===== config.mk =====
export PLATFORM = sky130hd
export DESIGN_NAME = line_scan_edge_extractor
export DESIGN_NICKNAME = d
export VERILOG_FILES = /design/src/lsee_pkg.sv /design/src/line_scan_edge_extractor.sv /design/src/lsee_ctrl.sv /design/src/lsee_datapath.sv
export SDC_FILE = /design/constraint.sdc
export NUM_CORES = 2
export LEC_CHECK = 0
export BUFFER_PORTS_ARGS = -buffer_cell sky130_fd_sc_hd__buf_2
export CORE_UTILIZATION = 57
export DETAILED_ROUTE_END_ITERATION = 16
export PLACE_DENSITY = 0.81
export SLEW_MARGIN = 30
export SYNTH_ARGS = -nofsm -noshare
export SYNTH_HDL_FRONTEND = slang
export SYNTH_SLANG_ARGS = --single-unit

===== constraint.sdc =====
create_clock -name clock -period 5.6 [get_ports clock]
set_input_delay 0.56 -clock clock [delete_from_list [all_inputs] [get_ports clock]]
set_output_delay 0.56 -clock clock [all_outputs]
set_load 0.05 [all_outputs]

===== src/lsee_pkg.sv =====
// Shared constants, register indexes and controller/datapath interface types.
`timescale 1ns / 1ps
`default_nettype none

package lsee_pkg;

   // Frame geometry and sample format
   localparam int FRAME_PIXELS = 128;
   localparam int SAMPLE_BITS  = 12;
   localparam int CHANNELS     = 2;

   localparam int PIX_W  = $clog2(FRAME_PIXELS);
   localparam int ADDR_W = $clog2(CHANNELS * FRAME_PIXELS);

   // Register and result field widths
   localparam int CFG_W     = 7;
   localparam int NB_W      = 8;
   localparam int CSR_IDX_W = 2;

   // Register indexes
   localparam logic [CSR_IDX_W-1:0] CSR_SCAN_FIRST  = 2'd0;
   localparam logic [CSR_IDX_W-1:0] CSR_SCAN_LAST   = 2'd1;
   localparam logic [CSR_IDX_W-1:0] CSR_WINDOW_LOW  = 2'd2;
   localparam logic [CSR_IDX_W-1:0] CSR_WINDOW_HIGH = 2'd3;

   // Register reset values
   localparam logic [CFG_W-1:0] SCAN_FIRST_RST  = 7'd9;
   localparam logic [CFG_W-1:0] SCAN_LAST_RST   = 7'd119;
   localparam logic [CFG_W-1:0] WINDOW_LOW_RST  = 7'd31;
   localparam logic [CFG_W-1:0] WINDOW_HIGH_RST = 7'd95;

   // Commands from the controller to the datapath
   typedef struct packed {
      logic load;   // take a sample item into the frame store
      logic init;   // restart the scan address and level tracking
      logic clear;  // clear the frame counts before the counting pass
      logic issue;  // read the next scan pixel
      logic pass2;  // pixels now feed the boundary reporting pass
      logic flush;  // send any half-filled or empty final item
   } lsee_cmd_type;

   // Status from the datapath to the controller
   typedef struct packed {
      logic frame_end;  // offered sample completes its channel's frame
      logic empty;      // scan range holds no pixel
      logic pos_at_hi;  // scan address sits on the last scan pixel
      logic rd_last;    // last scan pixel is being evaluated
   } lsee_status_type;

endpackage

`default_nettype wire


===== src/line_scan_edge_extractor.sv =====
// Top level of the two-channel line-scan edge extractor.
// Samples load at one item per cycle while busy is low; an item that does not finish a
// frame produces no result. The item that finishes a frame raises busy for two passes
// over the frame store read port, one pixel per cycle, or for neither pass when the scan
// range (scan_first to scan_last clipped) is empty. Result items are registered and strobe
// out in the cycle after the pixel that completes them is evaluated, the last no later than
// the cycle in which busy falls; results cannot be held off. Synchronous reset clears the
// per-channel pixel counters and running peaks and restores register defaults.
`timescale 1ns / 1ps
`default_nettype none

module line_scan_edge_extractor (
   input  logic                              clock,
   input  logic                              reset,
   input  logic                              start,
   output logic                              busy,
   input  logic                              req_channel,
   input  logic [lsee_pkg::SAMPLE_BITS-1:0]  req_sample,
   input  logic                              csr_valid,
   output logic                              csr_ready,
   input  logic [lsee_pkg::CSR_IDX_W-1:0]    csr_index,
   input  logic [lsee_pkg::CFG_W-1:0]        csr_data,
   output logic                              rsp_valid,
   output logic                              rsp_out_channel,
   output logic [lsee_pkg::CFG_W-1:0]        rsp_boundary_a,
   output logic                              rsp_boundary_a_valid,
   output logic [lsee_pkg::CFG_W-1:0]        rsp_boundary_b,
   output logic                              rsp_boundary_b_valid,
   output logic [lsee_pkg::CFG_W-1:0]        rsp_white_count,
   output logic [lsee_pkg::CFG_W-1:0]        rsp_change_count,
   output logic [lsee_pkg::NB_W-1:0]         rsp_boundary_count,
   output logic [lsee_pkg::SAMPLE_BITS-1:0]  rsp_peak,
   output logic                              rsp_last
);
   import lsee_pkg::*;

   lsee_cmd_type    cmd;
   lsee_status_type status;

   // Registers take a write in any cycle
   assign csr_ready = 1'b1;

   lsee_ctrl u_ctrl (
      .clock  (clock),
      .reset  (reset),
      .start  (start),
      .busy   (busy),
      .cmd    (cmd),
      .status (status)
   );

   lsee_datapath u_datapath (
      .clock                (clock),
      .reset                (reset),
      .cmd                  (cmd),
      .status               (status),
      .req_channel          (req_channel),
      .req_sample           (req_sample),
      .csr_wr               (csr_valid & csr_ready),
      .csr_index            (csr_index),
      .csr_data             (csr_data),
      .rsp_valid            (rsp_valid),
      .rsp_out_channel      (rsp_out_channel),
      .rsp_boundary_a       (rsp_boundary_a),
      .rsp_boundary_a_valid (rsp_boundary_a_valid),
      .rsp_boundary_b       (rsp_boundary_b),
      .rsp_boundary_b_valid (rsp_boundary_b_valid),
      .rsp_white_count      (rsp_white_count),
      .rsp_change_count     (rsp_change_count),
      .rsp_boundary_count   (rsp_boundary_count),
      .rsp_peak             (rsp_peak),
      .rsp_last             (rsp_last)
   );

endmodule

`default_nettype wire


===== src/lsee_ctrl.sv =====
// Frame scan sequencer: load, counting pass, reporting pass, final item.
`timescale 1ns / 1ps
`default_nettype none

module lsee_ctrl (
   input  logic                      clock,
   input  logic                      reset,
   input  logic                      start,
   output logic                      busy,
   output lsee_pkg::lsee_cmd_type    cmd,
   input  lsee_pkg::lsee_status_type status
);
   import lsee_pkg::*;

   localparam logic [2:0] S_IDLE  = 3'd0;
   localparam logic [2:0] S_INIT1 = 3'd1;
   localparam logic [2:0] S_RUN1  = 3'd2;
   localparam logic [2:0] S_INIT2 = 3'd3;
   localparam logic [2:0] S_RUN2  = 3'd4;
   localparam logic [2:0] S_FLUSH = 3'd5;

   logic [2:0] state_ff, state_in;
   logic       issue_done_ff, issue_done_in;

   assign busy = (state_ff != S_IDLE);

   // Sequence the two passes over the finished frame
   always_comb begin
      cmd           = '0;
      state_in      = state_ff;
      issue_done_in = issue_done_ff;
      case (state_ff)
         S_IDLE: begin
            cmd.load = start;
            if (start && status.frame_end) begin
               state_in = S_INIT1;
            end
         end
         S_INIT1: begin
            cmd.init      = 1'b1;
            cmd.clear     = 1'b1;
            issue_done_in = 1'b0;
            state_in      = status.empty ? S_FLUSH : S_RUN1;
         end
         S_RUN1: begin
            cmd.issue = ~issue_done_ff;
            if (cmd.issue && status.pos_at_hi) begin
               issue_done_in = 1'b1;
            end
            if (status.rd_last) begin
               state_in = S_INIT2;
            end
         end
         S_INIT2: begin
            cmd.init      = 1'b1;
            issue_done_in = 1'b0;
            state_in      = S_RUN2;
         end
         S_RUN2: begin
            cmd.pass2 = 1'b1;
            cmd.issue = ~issue_done_ff;
            if (cmd.issue && status.pos_at_hi) begin
               issue_done_in = 1'b1;
            end
            if (status.rd_last) begin
               state_in = S_FLUSH;
            end
         end
         S_FLUSH: begin
            cmd.flush = 1'b1;
            state_in  = S_IDLE;
         end
         default: begin
            state_in = S_IDLE;
         end
      endcase
   end

   always_ff @(posedge clock) begin
      if (reset) begin
         state_ff      <= S_IDLE;
         issue_done_ff <= 1'b0;
      end else begin
         state_ff      <= state_in;
         issue_done_ff <= issue_done_in;
      end
   end

endmodule

`default_nettype wire


===== src/lsee_datapath.sv =====
// Frame store, peak tracking, threshold compare, counters and result register.
`timescale 1ns / 1ps
`default_nettype none

module lsee_datapath (
   input  logic                              clock,
   input  logic                              reset,
   input  lsee_pkg::lsee_cmd_type            cmd,
   output lsee_pkg::lsee_status_type         status,
   input  logic                              req_channel,
   input  logic [lsee_pkg::SAMPLE_BITS-1:0]  req_sample,
   input  logic                              csr_wr,
   input  logic [lsee_pkg::CSR_IDX_W-1:0]    csr_index,
   input  logic [lsee_pkg::CFG_W-1:0]        csr_data,
   output logic                              rsp_valid,
   output logic                              rsp_out_channel,
   output logic [lsee_pkg::CFG_W-1:0]        rsp_boundary_a,
   output logic                              rsp_boundary_a_valid,
   output logic [lsee_pkg::CFG_W-1:0]        rsp_boundary_b,
   output logic                              rsp_boundary_b_valid,
   output logic [lsee_pkg::CFG_W-1:0]        rsp_white_count,
   output logic [lsee_pkg::CFG_W-1:0]        rsp_change_count,
   output logic [lsee_pkg::NB_W-1:0]         rsp_boundary_count,
   output logic [lsee_pkg::SAMPLE_BITS-1:0]  rsp_peak,
   output logic                              rsp_last
);
   import lsee_pkg::*;

   localparam logic [CFG_W-1:0] LAST_PIX = CFG_W'(FRAME_PIXELS - 1);

   // Configuration registers
   logic [CFG_W-1:0] scan_first_ff, scan_first_in;
   logic [CFG_W-1:0] scan_last_ff, scan_last_in;
   logic [CFG_W-1:0] window_low_ff, window_low_in;
   logic [CFG_W-1:0] window_high_ff, window_high_in;

   // Per-channel load state
   logic [PIX_W-1:0]       pix_cnt_ff [CHANNELS];
   logic [PIX_W-1:0]       pix_cnt_in [CHANNELS];
   logic [SAMPLE_BITS-1:0] run_peak_ff [CHANNELS];
   logic [SAMPLE_BITS-1:0] run_peak_in [CHANNELS];

   logic [SAMPLE_BITS-1:0] frame_mem [CHANNELS * FRAME_PIXELS];

   // Finished frame under scan
   logic                   scan_ch_ff, scan_ch_in;
   logic [SAMPLE_BITS-1:0] peak_ff, peak_in;
   logic [SAMPLE_BITS-1:0] thr_ff, thr_in;

   // Scan read stage
   logic [CFG_W-1:0]       pos_ff, pos_in;
   logic [SAMPLE_BITS-1:0] rd_data_ff;
   logic [CFG_W-1:0]       rd_pos_ff, rd_pos_in;
   logic                   rd_vld_ff, rd_vld_in;
   logic                   rd_last_ff, rd_last_in;

   // Level tracking and counts
   logic             prev_ff, prev_in;
   logic [CFG_W-1:0] white_ff, white_in;
   logic [CFG_W-1:0] change_ff, change_in;
   logic [NB_W-1:0]  nbound_ff, nbound_in;
   logic [CFG_W-1:0] hold_ff, hold_in;
   logic             hold_full_ff, hold_full_in;
   logic [NB_W-1:0]  bidx_ff, bidx_in;

   // Result register
   logic                   rsp_valid_ff, rsp_valid_in;
   logic                   rsp_ch_ff, rsp_ch_in;
   logic [CFG_W-1:0]       rsp_a_ff, rsp_a_in;
   logic                   rsp_av_ff, rsp_av_in;
   logic [CFG_W-1:0]       rsp_b_ff, rsp_b_in;
   logic                   rsp_bv_ff, rsp_bv_in;
   logic [CFG_W-1:0]       rsp_white_ff, rsp_white_in;
   logic [CFG_W-1:0]       rsp_change_ff, rsp_change_in;
   logic [NB_W-1:0]        rsp_nb_ff, rsp_nb_in;
   logic [SAMPLE_BITS-1:0] rsp_peak_ff, rsp_peak_in;
   logic                   rsp_last_ff, rsp_last_in;

   logic                   ch_ok;
   logic                   load_en;
   logic [PIX_W-1:0]       cur_cnt;
   logic [SAMPLE_BITS-1:0] cur_peak;
   logic [SAMPLE_BITS-1:0] new_peak;
   logic [SAMPLE_BITS-1:0] peak_qtr;
   logic [ADDR_W-1:0]      wr_addr;
   logic [ADDR_W-1:0]      rd_addr;
   logic [CFG_W-1:0]       hi_lim;
   logic                   lvl;
   logic                   chg;
   logic                   bnd;
   logic                   emit;

   // Decode the offered sample
   assign ch_ok    = (int'(req_channel) < CHANNELS);
   assign load_en  = cmd.load & ch_ok;
   assign cur_cnt  = pix_cnt_ff[req_channel];
   assign cur_peak = run_peak_ff[req_channel];
   assign new_peak = (req_sample > cur_peak) ? req_sample : cur_peak;
   assign peak_qtr = new_peak >> 2;
   assign wr_addr  = ADDR_W'(int'(req_channel) * FRAME_PIXELS + int'(cur_cnt));
   assign rd_addr  = ADDR_W'(int'(scan_ch_ff) * FRAME_PIXELS + int'(pos_ff[PIX_W-1:0]));

   // Clip the scan range to the frame
   assign hi_lim = (scan_last_ff > LAST_PIX) ? LAST_PIX : scan_last_ff;

   assign status.frame_end = ch_ok && (cur_cnt == PIX_W'(FRAME_PIXELS - 1));
   assign status.empty     = (scan_first_ff > hi_lim);
   assign status.pos_at_hi = (pos_ff == hi_lim);
   assign status.rd_last   = rd_vld_ff & rd_last_ff;

   // Binarise the pixel in the read stage and spot window boundaries
   assign lvl = (rd_data_ff > thr_ff);
   assign chg = (lvl != prev_ff);
   assign bnd = rd_vld_ff && chg && (rd_pos_ff >= window_low_ff)
                && (rd_pos_ff <= window_high_ff);

   // Configuration writes
   always_comb begin
      scan_first_in  = scan_first_ff;
      scan_last_in   = scan_last_ff;
      window_low_in  = window_low_ff;
      window_high_in = window_high_ff;
      if (csr_wr) begin
         case (csr_index)
            CSR_SCAN_FIRST:  scan_first_in  = csr_data;
            CSR_SCAN_LAST:   scan_last_in   = csr_data;
            CSR_WINDOW_LOW:  window_low_in  = csr_data;
            CSR_WINDOW_HIGH: window_high_in = csr_data;
            default: ;
         endcase
      end
   end

   // Advance the channel counter and peak; latch a finished frame
   always_comb begin
      pix_cnt_in  = pix_cnt_ff;
      run_peak_in = run_peak_ff;
      scan_ch_in  = scan_ch_ff;
      peak_in     = peak_ff;
      thr_in      = thr_ff;
      if (load_en) begin
         if (status.frame_end) begin
            pix_cnt_in[req_channel]  = '0;
            run_peak_in[req_channel] = '0;
            scan_ch_in               = req_channel;
            peak_in                  = new_peak;
            thr_in                   = peak_qtr + (peak_qtr << 1);
         end else begin
            pix_cnt_in[req_channel]  = cur_cnt + 1'b1;
            run_peak_in[req_channel] = new_peak;
         end
      end
   end

   // Step the scan address
   always_comb begin
      pos_in     = pos_ff;
      rd_vld_in  = cmd.issue;
      rd_last_in = cmd.issue & status.pos_at_hi;
      rd_pos_in  = pos_ff;
      if (cmd.init) begin
         pos_in = scan_first_ff;
      end else if (cmd.issue) begin
         pos_in = pos_ff + 1'b1;
      end
   end

   // Count on the first pass, pair boundaries into items on the second
   always_comb begin
      prev_in       = prev_ff;
      white_in      = white_ff;
      change_in     = change_ff;
      nbound_in     = nbound_ff;
      hold_in       = hold_ff;
      hold_full_in  = hold_full_ff;
      bidx_in       = bidx_ff;
      emit          = 1'b0;
      rsp_a_in      = rsp_a_ff;
      rsp_av_in     = rsp_av_ff;
      rsp_b_in      = rsp_b_ff;
      rsp_bv_in     = rsp_bv_ff;
      rsp_last_in   = rsp_last_ff;

      if (cmd.clear) begin
         white_in  = '0;
         change_in = '0;
         nbound_in = '0;
      end

      if (cmd.init) begin
         prev_in      = 1'b0;
         hold_full_in = 1'b0;
         bidx_in      = '0;
      end else if (rd_vld_ff) begin
         prev_in = lvl;
         if (!cmd.pass2) begin
            white_in  = white_ff + CFG_W'(lvl);
            change_in = change_ff + CFG_W'(chg);
            nbound_in = nbound_ff + NB_W'(bnd);
         end else if (bnd) begin
            bidx_in = bidx_ff + 1'b1;
            if (!hold_full_ff) begin
               hold_in      = rd_pos_ff;
               hold_full_in = 1'b1;
            end else begin
               hold_full_in = 1'b0;
               emit         = 1'b1;
               rsp_a_in     = hold_ff;
               rsp_av_in    = 1'b1;
               rsp_b_in     = rd_pos_ff;
               rsp_bv_in    = 1'b1;
               rsp_last_in  = ((bidx_ff + 1'b1) == nbound_ff);
            end
         end
      end

      // Send the odd boundary, or the single empty item
      if (cmd.flush) begin
         if (hold_full_ff) begin
            hold_full_in = 1'b0;
            emit         = 1'b1;
            rsp_a_in     = hold_ff;
            rsp_av_in    = 1'b1;
            rsp_b_in     = '0;
            rsp_bv_in    = 1'b0;
            rsp_last_in  = 1'b1;
         end else if (nbound_ff == '0) begin
            emit        = 1'b1;
            rsp_a_in    = '0;
            rsp_av_in   = 1'b0;
            rsp_b_in    = '0;
            rsp_bv_in   = 1'b0;
            rsp_last_in = 1'b1;
         end
      end
   end

   // Frame-wide fields ride on every item
   always_comb begin
      rsp_valid_in  = emit;
      rsp_ch_in     = rsp_ch_ff;
      rsp_white_in  = rsp_white_ff;
      rsp_change_in = rsp_change_ff;
      rsp_nb_in     = rsp_nb_ff;
      rsp_peak_in   = rsp_peak_ff;
      if (emit) begin
         rsp_ch_in     = scan_ch_ff;
         rsp_white_in  = white_ff;
         rsp_change_in = change_ff;
         rsp_nb_in     = nbound_ff;
         rsp_peak_in   = peak_ff;
      end
   end

   // Frame store: one write port for loading, one registered read port for scanning
   always_ff @(posedge clock) begin
      if (load_en) begin
         frame_mem[wr_addr] <= req_sample;
      end
      if (cmd.issue) begin
         rd_data_ff <= frame_mem[rd_addr];
      end
   end

   // Control state
   always_ff @(posedge clock) begin
      if (reset) begin
         scan_first_ff  <= SCAN_FIRST_RST;
         scan_last_ff   <= SCAN_LAST_RST;
         window_low_ff  <= WINDOW_LOW_RST;
         window_high_ff <= WINDOW_HIGH_RST;
         for (int c = 0; c < CHANNELS; c++) begin
            pix_cnt_ff[c]  <= '0;
            run_peak_ff[c] <= '0;
         end
         rd_vld_ff    <= 1'b0;
         rd_last_ff   <= 1'b0;
         hold_full_ff <= 1'b0;
         rsp_valid_ff <= 1'b0;
      end else begin
         scan_first_ff  <= scan_first_in;
         scan_last_ff   <= scan_last_in;
         window_low_ff  <= window_low_in;
         window_high_ff <= window_high_in;
         pix_cnt_ff     <= pix_cnt_in;
         run_peak_ff    <= run_peak_in;
         rd_vld_ff      <= rd_vld_in;
         rd_last_ff     <= rd_last_in;
         hold_full_ff   <= hold_full_in;
         rsp_valid_ff   <= rsp_valid_in;
      end
   end

   // Payload state
   always_ff @(posedge clock) begin
      scan_ch_ff    <= scan_ch_in;
      peak_ff       <= peak_in;
      thr_ff        <= thr_in;
      pos_ff        <= pos_in;
      rd_pos_ff     <= rd_pos_in;
      prev_ff       <= prev_in;
      white_ff      <= white_in;
      change_ff     <= change_in;
      nbound_ff     <= nbound_in;
      hold_ff       <= hold_in;
      bidx_ff       <= bidx_in;
      rsp_ch_ff     <= rsp_ch_in;
      rsp_a_ff      <= rsp_a_in;
      rsp_av_ff     <= rsp_av_in;
      rsp_b_ff      <= rsp_b_in;
      rsp_bv_ff     <= rsp_bv_in;
      rsp_white_ff  <= rsp_white_in;
      rsp_change_ff <= rsp_change_in;
      rsp_nb_ff     <= rsp_nb_in;
      rsp_peak_ff   <= rsp_peak_in;
      rsp_last_ff   <= rsp_last_in;
   end

   assign rsp_valid            = rsp_valid_ff;
   assign rsp_out_channel      = rsp_ch_ff;
   assign rsp_boundary_a       = rsp_a_ff;
   assign rsp_boundary_a_valid = rsp_av_ff;
   assign rsp_boundary_b       = rsp_b_ff;
   assign rsp_boundary_b_valid = rsp_bv_ff;
   assign rsp_white_count      = rsp_white_ff;
   assign rsp_change_count     = rsp_change_ff;
   assign rsp_boundary_count   = rsp_nb_ff;
   assign rsp_peak             = rsp_peak_ff;
   assign rsp_last             = rsp_last_ff;

endmodule

`default_nettype wire


==> impl_metrics.env <==
export IMPL_start_util_pct=57.52
export IMPL_cp_top_family="buffers and inverters"
export IMPL_final_min_clock_period_ns=4.543
export IMPL_crit_required_ns=6.31
export IMPL_hold_path_class="input pin to register"
export IMPL_drt_pass1_iter_count=8
export IMPL_powerDensity_mw_per_mm2=381.0
export IMPL_outcome="finished, final reports clean"
export IMPL_wl_met3_um=45130
export IMPL_synth_edf_count=3157
export IMPL_rr_worst_depth=8
export IMPL_clockRootBuffer="clkbuf_16"
export IMPL_worstPathArrival_ns=5.25
export IMPL_cts_tree="done"
export IMPL_crit_chain="dlygate4sd3_1 > clkbuf_8 > ha_1 > a21oi_1 > o21ai_0 > o31a_1 > buf_4 > mux2i_1 > ha_1 > inv_1 > fa_1 > nor2b_1 > o21ai_0 > a221o_1 > mux2i_1 > a21oi_1 > nor2b_1 > nor2_1 > xor2_1"
export IMPL_wl_met1_um=115800
export IMPL_post_cts_resized=0
export IMPL_ant_nets=0
export IMPL_drc=0
export IMPL_antenna_found_initial=25
export IMPL_final_seq_area_mm2=0.09738
export IMPL_worstPathMaxFanout=21
export IMPL_preCtsSetupSlack_ns=0.5382
export IMPL_hp_start="csr_index[1]"
export IMPL_dieArea_mm2=0.2269
export IMPL_numCtsBuffers=329
export IMPL_grt_pass1_wl_um=490400
export IMPL_synth_simple_gate_area_share_pct=2.610
export IMPL_drv_cap=0
export IMPL_area_growth_syn_to_layout_pct=12.44
export IMPL_reg2reg_from="u_datapath.pos_ff[2]"
export IMPL_r2r_slack_ns=1.07
export IMPL_nNetsFinal=6499
export IMPL_timing_final_ws_setup_ns=1.057
export IMPL_wl_per_cell_um=35.78
export IMPL_synth_compound_area_share_pct=1.781
export IMPL_multi_input_area_mm2=0.02932
export IMPL_maxSlewHeadroom_pct=25.79
export IMPL_async_flop_share_pct=0
export IMPL_clkSlewWorstSetupHoldPaths_ns=0.06
export IMPL_synthMuxAreaShare_pct=17.30
export IMPL_fin_util_pct=64.67
export IMPL_drt_iter0_markers=11040
export IMPL_path_class="input pin to register"
export IMPL_clock_sinks=3286
export IMPL_final_setup_viol_count=0
export IMPL_die_x_um=476.3
export IMPL_grt_max_degree=233
export IMPL_critPathCapture="u_datapath.thr_ff[9]"
export IMPL_fillCellCount=13400
export IMPL_gr_usage_all_layers_pct=30.29
export IMPL_synth_net_count=6118
export IMPL_wirelength_um=344600
export IMPL_synth_fa_ha_area_share_pct=0.6596
export IMPL_crit_path_start_kind="input pin"
export IMPL_slowest_delay_ns=0.91
export IMPL_hpwl_um=189300
export IMPL_hold_viol=0
export IMPL_crit_slowest_cell="dlygate4sd3_1"
export IMPL_clk_latency_ns=0.98
export IMPL_slew_viol_final=0
export IMPL_syn_inst=6025
export IMPL_fmax_mhz=220.1
export IMPL_finalSetupTns_ns=0
export IMPL_ys_types=61
export IMPL_io_buffers=79
export IMPL_htreeDepth=5
export IMPL_layout_drive_gt1_share_pct=28.48
export IMPL_pin_count=81
export IMPL_final_area_mm2=0.1442
export IMPL_post_cts_buffers=0
export IMPL_finalClockSkew_ns=0.07813
export IMPL_gr_total_overflow=0
export IMPL_critPathCaptureType="register"
export IMPL_crit_path_start="req_sample[7]"
export IMPL_worstMarginPinSlew_ns=1.113
export IMPL_synth_area_per_cell_um2=21.28
export IMPL_yosys_most_used_dff="edfxtp_1"
export IMPL_r2r_end="u_datapath.rd_data_ff[11]"
export IMPL_num_vias=67370
export IMPL_via_per_inst=6.995
export IMPL_ir_drop_uv=283.5
export IMPL_critical_path_cell_count=19
export IMPL_timing_final_crit_share_pct=81.13
export IMPL_clockBufferDepth=4
export IMPL_ys_warn_count=0
export IMPL_rsz0062_at_grt="no"
export IMPL_seq_area_frac_synth_pct=75.94
export IMPL_cp_num_buf_inv=4
export IMPL_wl_met2_um=163300
export IMPL_yosys_register_bits=3286
export IMPL_cts_hold_repair_buffers=12
export IMPL_place_congestion=0.8816
export IMPL_yosys_area_share_xor_xnor_pct=0.2459
export IMPL_p_leak_nw=45.75
export IMPL_place_area_mm2=0.1339
export IMPL_synth_top_family_by_area="multiplexers"
export IMPL_p_total_mw=54.94
export IMPL_grt_pass1_vias=67440
export IMPL_fp_row_count=173
export IMPL_coreArea_mm2=0.2230
export IMPL_top_layer_used="met5"
export IMPL_synth_area_mm2=0.1282
export IMPL_die_y_um=476.3
-- per-stage QoR --
stage,hold slack [ns],cells
after detailed placement,0.4052,9034
after CTS,0.006031,9617
after global placement,0.4056,9032
final,0.05757,9631
after floorplan,0.3462,6025
after global routing,0.06440,9622
-- state kept, by name, indices dropped and copies added (netlist names), 8 cells and up --
register                       cells
u_datapath.frame_mem            3072
u_datapath.run_peak_ff            24
u_datapath.pix_cnt_ff             14
u_datapath.rd_data_ff             12
u_datapath.rsp_peak               12
u_datapath.thr_ff                 12
u_datapath.peak_ff                11
u_datapath.bidx_ff                 8
u_datapath.nbound_ff               8
u_datapath.rsp_boundary_count      8
-- placed cells by master (no fill, tap or decap), drive strengths merged, types with 83 or more instances in the layout --
master     n
a21oi    119
buf      369
clkbuf   416
clkinv   122
dfxtp    129
edfxtp  3157
mux2i    142
mux4     910
nand2    216
nor2     376
o21ai     83
-- logic make-up after synthesis --
family,after synthesis
flops,3286
other cells,1
simple gates,786
mux,1076
xor+xnor,36
compound gates,360
fa+ha+maj,67
buf+inv,413
-- power breakdown --
group / internal, mW / switching, mW
clock network: 12.0 / 9.23
logic: 2.68 / 3.96
registers: 27.0 / 0.0928
-- how the worst min path moves through the flow --
stage	to	slack, ns	cells after the start
final	u_datapath.window_high_ff[0]	0.06	4
after global routing	u_datapath.scan_last_ff[0]	0.06	4
after CTS	u_datapath.window_high_ff[0]	0.006	4
after detailed placement	u_datapath.rsp_peak[10]	0.41	0
after global placement	u_datapath.rsp_peak[10]	0.41	0
after floorplan	u_datapath.rd_pos_ff[2]	0.35	0
-- cell usage after synthesis (all sizes together), types with 4 or more instances --
cell	number	area share, %
nand2b	13	0.063
clkbuf	166	0.49
mux4	910	16
a21o	10	0.059
nand4	17	0.083
or2	6	0.029
o21ai	83	0.32
nor2	376	1.1
xor2	13	0.089
dfxtp	129	2.0
mux2i	142	1.1
xnor2	23	0.16
a2111oi	4	0.027
nand2	216	0.63
inv	72	0.21
a211oi	20	0.12
mux2	24	0.21
and2	7	0.034
a21oi	119	0.46
ha	66	0.64
nand3b	6	0.035
o22ai	14	0.068
a221oi	4	0.027
edfxtp	3157	74
o31ai	4	0.023
a31oi	6	0.029
a311oi	4	0.027
or3	15	0.073
o211a	4	0.031
o211ai	22	0.13
buf	175	0.77
nor2b	26	0.13
o221ai	43	0.29
nand3	59	0.23
nor3	28	0.11
nor4	7	0.034
-- layout make-up --
| cell class | instances | share of cell area [%] |
|---|---|---|
| Clock buffer | 406 | 5.990 |
| Clock inverter | 165 | 0.9762 |
| Timing Repair Buffer | 391 | 2.369 |
| Antenna cell | 10 | 0.01735 |
| Inverter | 72 | 0.1926 |
| Multi-Input combinational cell | 2326 | 20.34 |
| Sequential cell | 3286 | 67.54 |
| Tap cell | 2975 | 2.581 |
-- worst min-delay path, delay by kind of cell --
kind / cells / cell delay, ns
buffers and inverters: 1 / 0.14
and+or+nand+nor: 3 / 0.28
-- layer usage --
| metal | up-vias | GRT usage [%] |
|---|---|---|
| met2 | 5946 | 47.41 |
| met5 | - | 1.071 |
| met4 | 26 | 14.43 |
| met1 | 34520 | 39.88 |
| met3 | 1156 | 7.988 |
| li1 | 25720 | - |
Power figures use the tool's default switching activity.
